===== src/rtl/core/cashaddr_pkg.sv =====
// shared types, constants and functions of the cashaddr streamer
// polymod fold step, base32 alphabet lookup, queue entry layout
// no dependencies
`default_nettype none

package cashaddr_pkg;

  localparam logic [1:0] CMD_PREFIX  = 2'd0;
  localparam logic [1:0] CMD_SEP     = 2'd1;
  localparam logic [1:0] CMD_PAYLOAD = 2'd2;

  localparam logic [7:0] CHAR_COLON = 8'h3a;

  localparam int CASH_QDEPTH = 2;

  localparam logic [39:0] GEN0 = 40'h98f2bc8e61;
  localparam logic [39:0] GEN1 = 40'h79b76d99e2;
  localparam logic [39:0] GEN2 = 40'hf33e5fb3c4;
  localparam logic [39:0] GEN3 = 40'hae2eabe2a8;
  localparam logic [39:0] GEN4 = 40'h1e4f43e470;
  localparam logic [39:0] CHK_INIT = 40'd1;

  localparam logic [255:0] ALPHABET = "qpzry9x8gf2tvdw0s3jn54khce6mua7l";

  typedef struct packed {
    logic [1:0]      n_slot;
    logic [2:0][4:0] fsym;
    logic [2:0][7:0] ch;
    logic            fin;
  } entry_t;

  function automatic logic [39:0] polymod_fold(input logic [39:0] c, input logic [4:0] sym);
    logic [4:0]  top;
    logic [39:0] r;
    top = c[39:35];
    r   = {c[34:0], sym};
    if (top[0]) r = r ^ GEN0;
    if (top[1]) r = r ^ GEN1;
    if (top[2]) r = r ^ GEN2;
    if (top[3]) r = r ^ GEN3;
    if (top[4]) r = r ^ GEN4;
    return r;
  endfunction

  function automatic logic [7:0] b32_char(input logic [4:0] sym);
    logic [255:0] t;
    t = ALPHABET >> {(5'd31 - sym), 3'b000};
    return t[7:0];
  endfunction

endpackage

`default_nettype wire


===== src/rtl/core/cashaddr_front.sv =====
// front end: accepts input words, regroups payload bytes into 5-bit symbols
// and pushes one entry per prefix, separator or payload word into the queue; uses cashaddr_pkg
`default_nettype none

module cashaddr_front
  import cashaddr_pkg::*;
(
  input  wire logic       clk,
  input  wire logic       rst_n,
  input  wire logic       in_valid,
  output logic            in_ready,
  input  wire logic [1:0] in_cmd,
  input  wire logic [7:0] in_data_byte,
  input  wire logic       in_is_final,
  output logic            q_valid,
  input  wire logic       q_ready,
  output entry_t          q_entry
);

  logic [3:0]  pend_r, pend_nxt;
  logic [2:0]  cnt_r, cnt_nxt;
  logic [11:0] w, t0, t1, t2;
  logic [3:0]  tot, sh0, rem;
  logic [4:0]  s0, s1, psym;
  logic        two, pad, acc;

  assign in_ready = q_ready;
  assign acc      = in_valid && in_ready;

  always_comb begin
    w    = {pend_r, in_data_byte};
    tot  = {1'b0, cnt_r} + 4'd8;
    sh0  = tot - 4'd5;
    t0   = w >> sh0;
    s0   = t0[4:0];
    two  = (sh0 >= 4'd5);
    t1   = w >> (sh0 - 4'd5);
    s1   = t1[4:0];
    rem  = two ? (sh0 - 4'd5) : sh0;
    pad  = in_is_final && (rem != 4'd0);
    t2   = w << (4'd5 - rem);
    psym = t2[4:0];

    q_entry = '0;
    q_valid = 1'b0;
    pend_nxt = pend_r;
    cnt_nxt  = cnt_r;
    case (in_cmd)
      CMD_PREFIX: begin
        q_valid         = in_valid;
        q_entry.n_slot  = 2'd1;
        q_entry.fsym[0] = in_data_byte[4:0];
        q_entry.ch[0]   = in_data_byte;
      end
      CMD_SEP: begin
        q_valid         = in_valid;
        q_entry.n_slot  = 2'd1;
        q_entry.fsym[0] = 5'd0;
        q_entry.ch[0]   = CHAR_COLON;
      end
      CMD_PAYLOAD: begin
        q_valid         = in_valid;
        q_entry.n_slot  = 2'd1 + {1'b0, two} + {1'b0, pad};
        q_entry.fsym[0] = s0;
        q_entry.fsym[1] = two ? s1 : psym;
        q_entry.fsym[2] = psym;
        q_entry.ch[0]   = b32_char(s0);
        q_entry.ch[1]   = b32_char(two ? s1 : psym);
        q_entry.ch[2]   = b32_char(psym);
        q_entry.fin     = in_is_final;
        pend_nxt        = w[3:0];
        cnt_nxt         = in_is_final ? 3'd0 : rem[2:0];
      end
      default: begin
        q_valid = 1'b0;
      end
    endcase
  end

  always_ff @(posedge clk) begin
    if (!rst_n) begin
      pend_r <= '0;
      cnt_r  <= '0;
    end else if (acc) begin
      pend_r <= pend_nxt;
      cnt_r  <= cnt_nxt;
    end
  end

endmodule

`default_nettype wire


===== src/rtl/core/cashaddr_queue.sv =====
// short fifo of symbol entries between front and back end
// uses cashaddr_pkg for the entry layout
`default_nettype none

module cashaddr_queue
  import cashaddr_pkg::*;
#(
  parameter int DEPTH = CASH_QDEPTH
) (
  input  wire logic clk,
  input  wire logic rst_n,
  input  wire logic wr_valid,
  output logic      wr_ready,
  input  wire entry_t wr_entry,
  output logic      rd_valid,
  input  wire logic rd_ready,
  output entry_t    rd_entry
);

  localparam int AW = (DEPTH > 1) ? $clog2(DEPTH) : 1;
  localparam int CW = $clog2(DEPTH + 1);

  entry_t          mem_r [DEPTH];
  logic [AW-1:0]   wptr_r, rptr_r;
  logic [CW-1:0]   count_r;
  logic            push, pop;

  assign wr_ready = (count_r != CW'(DEPTH));
  assign rd_valid = (count_r != '0);
  assign rd_entry = mem_r[rptr_r];
  assign push     = wr_valid && wr_ready;
  assign pop      = rd_valid && rd_ready;

  always_ff @(posedge clk) begin
    if (push) mem_r[wptr_r] <= wr_entry;
  end

  always_ff @(posedge clk) begin
    if (!rst_n) begin
      wptr_r  <= '0;
      rptr_r  <= '0;
      count_r <= '0;
    end else begin
      if (push) wptr_r <= (wptr_r == AW'(DEPTH - 1)) ? '0 : wptr_r + 1'b1;
      if (pop)  rptr_r <= (rptr_r == AW'(DEPTH - 1)) ? '0 : rptr_r + 1'b1;
      if (push && !pop) count_r <= count_r + 1'b1;
      else if (pop && !push) count_r <= count_r - 1'b1;
    end
  end

endmodule

`default_nettype wire


===== src/rtl/core/cashaddr_back.sv =====
// back end: folds symbols into the polymod, emits one character a cycle while it has
// one and out_ready does not stall, runs the zero folds and checksum characters; uses cashaddr_pkg
`default_nettype none

module cashaddr_back
  import cashaddr_pkg::*;
(
  input  wire logic       clk,
  input  wire logic       rst_n,
  input  wire logic       q_valid,
  output logic            q_ready,
  input  wire entry_t     q_entry,
  output logic            out_valid,
  input  wire logic       out_ready,
  output logic [7:0]      out_char_out,
  output logic            out_is_check,
  output logic            out_end_of_run
);

  typedef enum logic [2:0] {
    ST_SLOT  = 3'b001,
    ST_ZERO  = 3'b010,
    ST_CHECK = 3'b100
  } back_state_t;

  back_state_t state_r, state_nxt;
  logic [39:0] chk_r, chk_nxt;
  logic [1:0]  idx_r, idx_nxt;
  logic [2:0]  cnt_r, cnt_nxt;
  logic        ov_r, ov_nxt;
  logic [7:0]  ch_r, ch_nxt;
  logic        ic_r, ic_nxt;
  logic        eor_r, eor_nxt;
  logic        can_emit, last_slot;

  assign can_emit       = !ov_r || out_ready;
  assign last_slot      = (idx_r == (q_entry.n_slot - 2'd1));
  assign out_valid      = ov_r;
  assign out_char_out   = ch_r;
  assign out_is_check   = ic_r;
  assign out_end_of_run = eor_r;

  always_comb begin
    state_nxt = state_r;
    chk_nxt   = chk_r;
    idx_nxt   = idx_r;
    cnt_nxt   = cnt_r;
    ov_nxt    = ov_r && !out_ready;
    ch_nxt    = ch_r;
    ic_nxt    = ic_r;
    eor_nxt   = eor_r;
    q_ready   = 1'b0;
    case (state_r)
      ST_SLOT: begin
        if (q_valid && can_emit) begin
          chk_nxt = polymod_fold(chk_r, q_entry.fsym[idx_r]);
          ov_nxt  = 1'b1;
          ch_nxt  = q_entry.ch[idx_r];
          ic_nxt  = 1'b0;
          eor_nxt = last_slot && !q_entry.fin;
          if (last_slot) begin
            q_ready = 1'b1;
            idx_nxt = '0;
            cnt_nxt = '0;
            if (q_entry.fin) state_nxt = ST_ZERO;
          end else begin
            idx_nxt = idx_r + 2'd1;
          end
        end
      end
      ST_ZERO: begin
        chk_nxt = polymod_fold(chk_r, 5'd0);
        cnt_nxt = cnt_r + 3'd1;
        if (cnt_r == 3'd7) begin
          chk_nxt   = polymod_fold(chk_r, 5'd0) ^ CHK_INIT;
          cnt_nxt   = '0;
          state_nxt = ST_CHECK;
        end
      end
      ST_CHECK: begin
        if (can_emit) begin
          ov_nxt  = 1'b1;
          ch_nxt  = b32_char(chk_r[39:35]);
          ic_nxt  = 1'b1;
          eor_nxt = (cnt_r == 3'd7);
          chk_nxt = {chk_r[34:0], 5'd0};
          cnt_nxt = cnt_r + 3'd1;
          if (cnt_r == 3'd7) begin
            chk_nxt   = CHK_INIT;
            cnt_nxt   = '0;
            state_nxt = ST_SLOT;
          end
        end
      end
      default: begin
        state_nxt = ST_SLOT;
      end
    endcase
  end

  always_ff @(posedge clk) begin
    if (!rst_n) begin
      state_r <= ST_SLOT;
      chk_r   <= CHK_INIT;
      idx_r   <= '0;
      cnt_r   <= '0;
      ov_r    <= 1'b0;
    end else begin
      state_r <= state_nxt;
      chk_r   <= chk_nxt;
      idx_r   <= idx_nxt;
      cnt_r   <= cnt_nxt;
      ov_r    <= ov_nxt;
    end
  end

  always_ff @(posedge clk) begin
    ch_r  <= ch_nxt;
    ic_r  <= ic_nxt;
    eor_r <= eor_nxt;
  end

endmodule

`default_nettype wire


===== src/rtl/core/cashaddr_base32_checksum_encoder.sv =====
// top level of the cashaddr base32 streamer with 40-bit polymod checksum
// instantiates cashaddr_front, cashaddr_queue, cashaddr_back; uses cashaddr_pkg
//
//   channel | ports                                         | dir | word
//   in      | in_valid/in_ready, in_cmd, in_data_byte,      | in  | one command
//           | in_is_final                                   |     |
//   out     | out_valid/out_ready, out_char_out,            | out | one character
//           | out_is_check, out_end_of_run                  |     |
//
// at most one character leaves per cycle, none while out_ready stalls; a prefix
// or separator word gives one character, a payload byte one or two, each through
// the single fold-and-emit step of the back end
// a final byte adds up to one padding character, eight zero folds and eight
// checksum characters; the front keeps accepting words until the queue is full
// rst_n is synchronous, active low; no clearing pass
// a stalled out_ready holds the output register and backs up through the queue
`default_nettype none

module cashaddr_base32_checksum_encoder
  import cashaddr_pkg::*;
#(
  parameter int QUEUE_DEPTH = CASH_QDEPTH
) (
  input  wire logic       clk,
  input  wire logic       rst_n,
  input  wire logic       in_valid,
  output logic            in_ready,
  input  wire logic [1:0] in_cmd,
  input  wire logic [7:0] in_data_byte,
  input  wire logic       in_is_final,
  output logic            out_valid,
  input  wire logic       out_ready,
  output logic [7:0]      out_char_out,
  output logic            out_is_check,
  output logic            out_end_of_run
);

  logic   fq_valid, fq_ready, qb_valid, qb_ready;
  entry_t fq_entry, qb_entry;

  cashaddr_front u_front (
    .clk          (clk),
    .rst_n        (rst_n),
    .in_valid     (in_valid),
    .in_ready     (in_ready),
    .in_cmd       (in_cmd),
    .in_data_byte (in_data_byte),
    .in_is_final  (in_is_final),
    .q_valid      (fq_valid),
    .q_ready      (fq_ready),
    .q_entry      (fq_entry)
  );

  cashaddr_queue #(
    .DEPTH (QUEUE_DEPTH)
  ) u_queue (
    .clk      (clk),
    .rst_n    (rst_n),
    .wr_valid (fq_valid),
    .wr_ready (fq_ready),
    .wr_entry (fq_entry),
    .rd_valid (qb_valid),
    .rd_ready (qb_ready),
    .rd_entry (qb_entry)
  );

  cashaddr_back u_back (
    .clk            (clk),
    .rst_n          (rst_n),
    .q_valid        (qb_valid),
    .q_ready        (qb_ready),
    .q_entry        (qb_entry),
    .out_valid      (out_valid),
    .out_ready      (out_ready),
    .out_char_out   (out_char_out),
    .out_is_check   (out_is_check),
    .out_end_of_run (out_end_of_run)
  );

endmodule

`default_nettype wire


===== config.mk =====
export PLATFORM = sky130hd
export DESIGN_NAME = cashaddr_base32_checksum_encoder
export DESIGN_NICKNAME = d
export VERILOG_FILES = /design/src/rtl/core/cashaddr_pkg.sv /design/src/rtl/core/cashaddr_front.sv /design/src/rtl/core/cashaddr_queue.sv /design/src/rtl/core/cashaddr_back.sv /design/src/rtl/core/cashaddr_base32_checksum_encoder.sv
export SDC_FILE = /design/constraint.sdc
export NUM_CORES = 1
export LEC_CHECK = 0
export BUFFER_PORTS_ARGS = -buffer_cell sky130_fd_sc_hd__buf_4
export CORE_ASPECT_RATIO = 0.75
export CORE_MARGIN = 2
export CORE_UTILIZATION = 30
export DETAILED_ROUTE_END_ITERATION = 8
export RECOVER_POWER = 100
export SYNTH_ARGS = -nofsm -noshare
export SYNTH_HDL_FRONTEND = slang
export SYNTH_HIERARCHICAL = 1
export SYNTH_SLANG_ARGS = --single-unit

===== constraint.sdc =====
create_clock -name clk -period 5.1 [get_ports clk]
set_input_delay 0.255 -clock clk [delete_from_list [all_inputs] [get_ports clk]]
set_output_delay 0.255 -clock clk [all_outputs]
set_load 0.02 [all_outputs]

# Word level (Yosys, flattened, before mapping)
# Memories as Yosys holds them, arrays and structs flattened. A register that Yosys moved wholly into a read port is not among the register bits.
# Index checks and enable logic that the tools add are counted.
[word_totals] ff_bits=70 in_bits=15 mem_bits_rw=84 output_inout_bits=12 memories=1
[memory_table] memory="u_queue.mem_r" depth=2 width=42 rd=1 rd_ports_with_merged_regs=1 wr=1 line_no="cashaddr_queue.sv:23" text="entry_t mem_r [DEPTH];"
[op_classes] bitwise_logic=15 muxes=91 n_addsub=17 reduce_logical=29 shift=7 n_eq_ne=14 magnitude_cmp=2
[ops] cell="$mux W40" count=34
[ops] cell="$shr A255 B8 Y8 const A" count=4
[ops] cell="$pmux W40 S3" count=1
[ops] cell="$mux W39" count=3
[ops] cell="$mux W37" count=3
[ops] cell="$not A25 Y25" count=3
[ops] cell="$not A24 Y24" count=3
[ops] cell="$not A21 Y21" count=3
[ops] cell="$not A19 Y19" count=3
[ops] cell="$not A20 Y20" count=2
[ops] cell="$mux W3" count=11
[ops] cell="$mux W8" count=3
[ops] cell="$pmux W8 S3" count=1
[ops] cell="$shr A12 B4 Y5" count=2
[ops] cell="$sub A5 B5 Y5 const A" count=4
[ops] cell="$pmux W3 S3" count=2
[ops] cell="$mux W1" count=17
[ops] cell="$bmux W8 S2" count=1
[ops] cell="$mux W16" count=1
[ops] cell="$pmux W8 S2" count=1
[ops] cell="$ne A2 B1 Y1 const B" count=6
[ops] cell="$shl A12 B4 Y5" count=1
[ops] cell="$bmux W5 S2" count=1
[ops] cell="$mux W10" count=1
[ops] cell="38 further kinds" count=64

# Depth between registers and ports, before layout
# Gate-level depths: netlist of run 1.
[logic_depth] word_depth=23 ltp_mapped=18

# By module
# The synthesis of run 1 kept the hierarchy.
[by_module_without_submodules] module="cashaddr_back" area_per_inst_um2=3799.9 cells_per_inst=449 seq_area_each_um2=1281.2 n_inst=1
[by_module_without_submodules] module="cashaddr_queue" area_per_inst_um2=3263.1 cells_per_inst=155 seq_area_each_um2=2622.5 n_inst=1
[by_module_without_submodules] module="cashaddr_front" area_per_inst_um2=2870.3 cells_per_inst=416 seq_area_each_um2=140.1 n_inst=1

# Worst setup path before layout of run 1
# No wires, ideal clock.
[synth_path] path_type="register to register" startpoint="register u_front.cnt_r[0]" endpoint="memory u_queue/mem_r[0][9] in the netlist's numbering (data pin)" t_required_ns=4.839 period_less_slack_ns=3.872 arrival_time_ns=3.611 slack_ns=1.228 n_path_buf=5 path_stages_with_launch=17 setup_time_ns=0.261 cell_sequence="dfxtp_1 -> buf_2 -> inv_1 -> buf_2 -> ha_1 -> clkbuf_1 -> clkinv_1 -> xnor2_4 -> inv_2 -> ha_1 -> clkbuf_1 -> nand4_4 -> a22o_1 -> buf_2 -> nor2_1 -> a21oi_1 -> o2111a_1"
[synth_rtl] item="from (decl)" line_no="cashaddr_front.sv:21" text="logic [2:0] cnt_r, cnt_nxt;"
[synth_rtl] item="from (signal assigned)" line_no="cashaddr_front.sv:86" text="cnt_r <= cnt_nxt;"
[synth_rtl] item="to (decl)" line_no="cashaddr_queue.sv:23"

==> results.toml, run 1 <==
[logic_synthesis]
syn_area_mm2 = 0.00993
ys_ff_latch = 155
synth_ff_type = "edfxtp_1"
ys_seq_area_share_pct = 40.7
synth_edf_count = 94
syn_area_per_cell_um2 = 9.74
synth_cell_types = 93
async_flop_share_pct = 0
synth-warning-count = 6
synth_cells = 1020

[job]
max-cap-violations = 4

[worst_setup_path]
critPathMaxStageDelay_ns = 0.63
cp_max_fo = 19
slowest_stage = "ha_1"
crit_chain = "inv_1 > ha_1 > xor2_1 > o21ai_2 > inv_2 > a31oi_1 > xnor2_4 > and4_4 > mux2i_1 > and2_1 > o21ai_0 > a31oi_1"
path_common_cell = "a31oi_1"
cp_data_arrival_time_ns = 4.63
cp-start-kind = "flip-flop"
criticalPathCategory = "flip-flop to flip-flop"
crit_required_ns = 5.33
critPathCaptureType = "flip-flop"

[drt]
vias = 7758
drc_errors = 0
wirelength_um = 24700
ant_nets = 0
via_per_inst = 5.35
wl_per_cell_um = 17.1
initialDrtViolationCount = 987
drtPass1Iterations = 6

[placed_design]
globalplace.congestion = 0.918
io_buffer_count = 26
dp.final_hpwl_um = 17000

[cells_and_area]
area_growth_pct = 8.92
finalNetCount = 1023
multi_input_area_mm2 = 0.00533
ff_latch_area_mm2 = 0.00404
n_antenna_cell = 0
nFillCells = 3316
drive_above_1_share_pct = 13.8

[global_routing]
grt_max_degree = 59
antenna_found_initial = 0
grt_use_total_pct = 14.2
grt_pass1_wl_um = 39700
overflow = 0
grt_pass1_vias = 7029

[timing]
period_share_pct = 86.3
slew_violations = 187
rsz0062_at_grt = "false"
worst_pin_slew_ns = 2.50
skew_ns = 0.0111
fin_hold_ws_ns = 0.174
fin_setup_tns_ns = 0
slew_headroom_pct = -66.5
hold_viol_final = 0
setup_violations = 0
clock.fmax_mhz = 227
finalWorstPathRequiredPeriod_ns = 4.40

[pwr]
irDropWorstVdd_mv = 0.248
p_per_area_mw_per_mm2 = 486
total_power_w = 0.00526
total_leakage_power_nw = 3.69

[clock_tree]
clkTransAtPathRegs_ns = 0.07
root_buffer = "clkbuf_16"
post_cts_resize_count = 0
h-tree-depth = 4
cts_tree = "done"
cts_buffers = 17
cts_setup_buffers = 0
clock_path_buffers = 2
insertion_delay_ns = 0.43
cts_num_sinks = 155
hold_buffers = 0

[floorplan]
die_x_um = 214
core_mm2 = 0.0325
io-pin-count = 27
die_area_mm2 = 0.0346
rows = 57
initial_utilization_pct = 30.5
die_h_um = 162

[outcome]
failed_checks = "capacitance limit, slew limit"
status = "finished, violations left"

[hold_path]
hp-class = "input pin to flip-flop"
area by class of cell:
| type | instances | area share (%) |
|---|---|---|
| clock buffer | 17 | 3.93 |
| clock inverter | 15 | 1.46 |
| inverter | 25 | 0.867 |
| multi-input combinational | 759 | 49.3 |
| sequential | 155 | 37.4 |
| tap | 442 | 5.11 |
| timing repair buffer | 37 | 1.98 |
power by group:
part	internal, W	switching, W	total, W
clock network	0.000654	0.000581	0.00124
registers	0.00163	0.000234	0.00186
logic	0.000911	0.00125	0.00216
logic make-up after synthesis:
group / count (synthesis) / share of synthesized area, %
other cells: 1 / 0.0378
xor+xnor: 35 / 4.22
compound gates: 276 / 19.5
flops: 155 / 40.7
simple gates: 329 / 16.7
fa+ha+maj: 13 / 1.64
mux: 104 / 12.0
buf+inv: 107 / 5.19
layer usage:
layer  routed length [um]  global-route usage (%)  vias up  part of all wire, %
li1                     -                       -     3758                    -
met1                12600                    22.1     3696                   51
met2                10200                    19.9      284                   41
met3                 1670                    2.84       20                  6.7
met4                  202                    3.19        0                 0.82
met5                    0                       0        -                    0
per-stage QoR:
step	area [um2]	std cells	util [%]	worst slack (ns)
2_1_floorplan	9940	1021	-	1.23
3_3_place_gp	10300	1418	31.8	1.16
3_5_place_dp	10300	1418	31.8	1.06
4_1_cts	10900	1450	33.6	1.02
5_1_grt	10800	1450	33.3	0.353
6_report	10800	1450	33.3	0.700
cell usage after synthesis (18+ instances only):
cell type,instances,share of area (%)
a211oi_1,20,1.5
a21oi_1,53,2.7
a31oi_1,23,1.4
and2_1,18,1.1
buf_2,31,1.6
clkbuf_1,30,1.1
dfxtp_1,61,12
edfxtp_1,94,28
inv_1,21,0.79
mux2_2,57,6.5
mux2i_1,39,3.9
nand2_1,72,2.7
nand2b_1,24,1.5
nand3_1,29,1.5
nor2_1,91,3.4
nor3_1,36,1.8
o21ai_0,42,2.1
xnor2_1,20,1.8
worst max-delay path: cells and delay by family, from the launching register on:
family / cells / cell delay, ns
xor+xnor: 2 / 0.63
buf+inv: 2 / 0.35
mux: 1 / 0.50
flops: 1 / 0.40
simple gates: 2 / 0.45
compound gates: 4 / 1.23
fa+ha+maj: 1 / 0.63
registers in the layout (all words and copies together), names as in the netlist, 3 cells and up, named ones only:
register and count:
u_front/pend_r 4, u_back/cnt_r 3, u_back/out_char_out 8, u_back/chk_r 40, u_front/cnt_r 3, u_back/state_r 3, u_queue/mem_r 84
cells in the final DEF (no fill, tap or decap), types with 9 or more instances in the layout:
cell type | netlist | layout
a211oi_1 | 20 | 20
a31oi_1 | 23 | 24
nor3_1 | 36 | 36
nand2_1 | 72 | 72
ha_1 | 13 | 13
nor2_1 | 91 | 92
nand3_1 | 29 | 29
a21boi_0 | 8 | 9
dfxtp_1 | 61 | 61
and2_1 | 18 | 14
inv_1 | 21 | 21
xnor2_1 | 20 | 20
nor2b_1 | 14 | 14
nand2b_1 | 24 | 26
o21ai_0 | 42 | 50
mux2i_1 | 39 | 40
mux2_2 | 57 | 53
a21oi_1 | 53 | 53
edfxtp_1 | 94 | 94
buf_4 | 11 | 20
o211ai_1 | 13 | 13
clkbuf_1 | 30 | 17
clkbuf_16 | 0 | 17
path summary, 6_finish.rpt:
path | start | to | slack, ns | cells past startpoint
max | u_front/cnt_r[1] | u_queue/mem_r[1][15] | 0.70 | 12
min | in_data_byte[1] | u_front/pend_r[1] | 0.17 | 3
max reg2reg | u_front/cnt_r[1] | u_queue/mem_r[1][15] | 0.70 | 12
min reg2reg | u_back/cnt_r[2] | u_back/cnt_r[2] | 0.47 | 2
No activity file was read; power rests on OpenSTA's default activity.
==> inputs of run 2 (changes only) <==
--- a/config.mk
+++ b/config.mk
@@ -10,6 +10,7 @@
 export CORE_MARGIN = 2
 export CORE_UTILIZATION = 30
 export DETAILED_ROUTE_END_ITERATION = 8
+export MAX_ROUTING_LAYER = met4
 export RECOVER_POWER = 100
 export SYNTH_ARGS = -nofsm -noshare
 export SYNTH_HDL_FRONTEND = slang
==> run 2 against run 1 <==
Effect of this change: the run still ends with capacitance limit, slew limit left; clock-buffer cell count unchanged; largest power group unchanged; routed wire length increased by 3.3%; global-route usage increased by 1.0 points; non-clock buffer count increased by 1; sequential power about the same; utilization increased by 0.12 points; sequential share of layout area decreased by 0.12 points; largest cell class unchanged; register-to-register slack got worse by 0.15 ns; first-iteration DRC count increased by 3.6%; worst hold slack improved by 0.0013 ns; power increased by 1.5%; critical endpoint is now u_queue/mem_r[0][10].
==> results.toml, run 2 (synthesized netlist as in run 1, its figures left out) <==
[clock_tree]
cts_tree = "done"
post_cts_resize_count = 0
clkTransAtPathRegs_ns = 0.06
hold_buffers = 0
insertion_delay_ns = 0.43
clock_path_buffers = 2
cts_setup_buffers = 0
cts_buffers = 17
root_buffer = "clkbuf_16"
h-tree-depth = 4
cts_num_sinks = 155

[hold_path]
hp-class = "input pin to flip-flop"
holdPathEnd = "u_front/pend_r[0]"
holdCritStartpoint = "in_data_byte[0]"
holdPathStages = 3

[job]
max-cap-violations = 4

[worst_setup_path]
cp_max_fo = 19
r2r_cells = 11
cp-start-kind = "flip-flop"
critPathBufInv = 1
cp_top_family = "XOR/XNOR gates"
crit_chain = "inv_1 > ha_1 > xor2_1 > xnor2_4 > mux2i_1 > mux4_2 > and2_0 > o32ai_4 > a22oi_1 > o22ai_1 > a211oi_1"
reg2reg_from = "u_front/cnt_r[1]"
r2r_slack_ns = 0.55
reg2reg_to = "u_queue/mem_r[0][10]"
slowest_stage = "xor2_1"
critPathMaxStageDelay_ns = 0.80
criticalPathCategory = "flip-flop to flip-flop"
critPathCaptureType = "flip-flop"
cp_data_arrival_time_ns = 4.69
crit_required_ns = 5.25

[timing]
setup_violations = 0
skew_ns = 0.0105
rsz0062_at_grt = "false"
fin_hold_ws_ns = 0.175
clock.fmax_mhz = 220
finalWorstPathRequiredPeriod_ns = 4.55
worst_pin_slew_ns = 2.61
slew_violations = 182
fin_setup_tns_ns = 0
slew_headroom_pct = -73.7
period_share_pct = 89.2
hold_viol_final = 0

[global_routing]
grt_pass1_wl_um = 41000
antenna_found_initial = 0
grt_max_degree = 59
grt_use_total_pct = 15.2
overflow = 0
grt_pass1_vias = 7330

[drt]
via_per_inst = 5.41
wirelength_um = 25600
ant_nets = 0
drc_errors = 0
vias = 7848
drtPass1Iterations = 5
initialDrtViolationCount = 1023
wl_per_cell_um = 17.6

[floorplan]
rows = 57
die_area_mm2 = 0.0346
die_x_um = 214
die_h_um = 162
io-pin-count = 27
core_mm2 = 0.0325
initial_utilization_pct = 30.5

[pwr]
clock_power_share_pct = 24.4
power.switching_w = 0.00206
total_leakage_power_nw = 3.70
p_per_area_mw_per_mm2 = 492
p_int_w = 0.00328
pwr-share-comb_pct = 40.6
sw_frac_of_total_pct = 38.6
irDropWorstVdd_mv = 0.297
power_frac_seq_pct = 35.0

[cells_and_area]
area_growth_pct = 9.30
finalNetCount = 1024
largest_reg_flops = 84
nFillCells = 3306
mostFrequentLayoutCells = "94 x edfxtp_1, 91 x nor2_1, 72 x nand2_1"
final_common_cell = "edfxtp_1"
drive_above_1_share_pct = 14.1
n_antenna_cell = 0
max_flop_register = "u_queue/mem_r"

[placed_design]
dp.final_hpwl_um = 17600
io_buffer_count = 26
globalplace.congestion = 0.908

[outcome]
failed_checks = "capacitance limit, slew limit"
status = "finished, violations left"
[run 2: cell count changes in the layout (fill, tap and decap cells not counted), moves of 2 or more]
cell,delta
clkinv_8,-2
mux2_2,+2
mux2_1,-2
bufinv_16,+2
[run 2: worst max path at each step]
stage                                      end              from  cells past startpoint
after global routing        u_queue/count_r[1]         flip-flop                     10
after global placement     u_queue/mem_r[0][9]  u_front/cnt_r[0]                     12
final                     u_queue/mem_r[0][10]  u_front/cnt_r[1]                     11
after floorplan            u_queue/mem_r[0][9]  u_front/cnt_r[0]                     16
after detailed placement  u_queue/mem_r[1][23]  u_front/cnt_r[1]                     13
after CTS                 u_queue/mem_r[0][23]  u_front/cnt_r[1]                     13
[run 2: metal layers]
metal	global-route usage (%)	wire length, um	up-vias	share of wire [%]
met3	2.82	1590	12	6.2
met5	-	0	-	0
met1	22.2	12800	3821	50
li1	-	-	3753	-
met2	21.8	11000	262	43
met4	3.28	166	0	0.65
[run 2: per-stage QoR]
step / instances / cell area [um2] / util, % / total power, W / setup slack [ns]
finish: 1451 / 10900 / 33.4 / 0.00534 / 0.553
CTS: 1451 / 11000 / 33.7 / 0.00538 / 0.868
floorplan: 1021 / 9940 / - / 0.00361 / 1.23
global route: 1451 / 10900 / 33.4 / 0.00570 / 0.268
detailed placement: 1419 / 10400 / 31.8 / 0.00406 / 0.888
global placement: 1419 / 10400 / 31.8 / 0.00402 / 1.02
[run 2: worst reg2reg max path, cell delays in order (launching register included)]
cell and delay (ns):
dfxtp_1 0.41, inv_1 0.17, ha_1 0.62, xor2_1 0.81, xnor2_4 0.32, mux2i_1 0.22
mux4_2 0.49, and2_0 0.23, o32ai_4 0.51, a22oi_1 0.16, o22ai_1 0.25, a211oi_1 0.09
[run 2: power groups by stage]
| stage | combinational, W | sequential, W | clock (W) |
|---|---|---|---|
| 4_1_cts | 0.00219 | 0.00186 | 0.00133 |
| 3_3_place_gp | 0.00214 | 0.00188 | 0 |
| 5_1_grt | 0.00242 | 0.00190 | 0.00138 |
| 2_1_floorplan | 0.00181 | 0.00180 | 0 |
| 6_report | 0.00217 | 0.00187 | 0.00130 |
| 3_5_place_dp | 0.00217 | 0.00189 | 0 |
[run 2: final cells by class]
type	instances	area (um2)	share of cell area (%)
timing repair buffer	38	218	2.01
clock inverter	15	178	1.64
sequential	155	4050	37.3
inverter	25	93.8	0.864
clock buffer	17	425	3.92
multi-input combinational	759	5340	49.2
tap	442	553	5.09
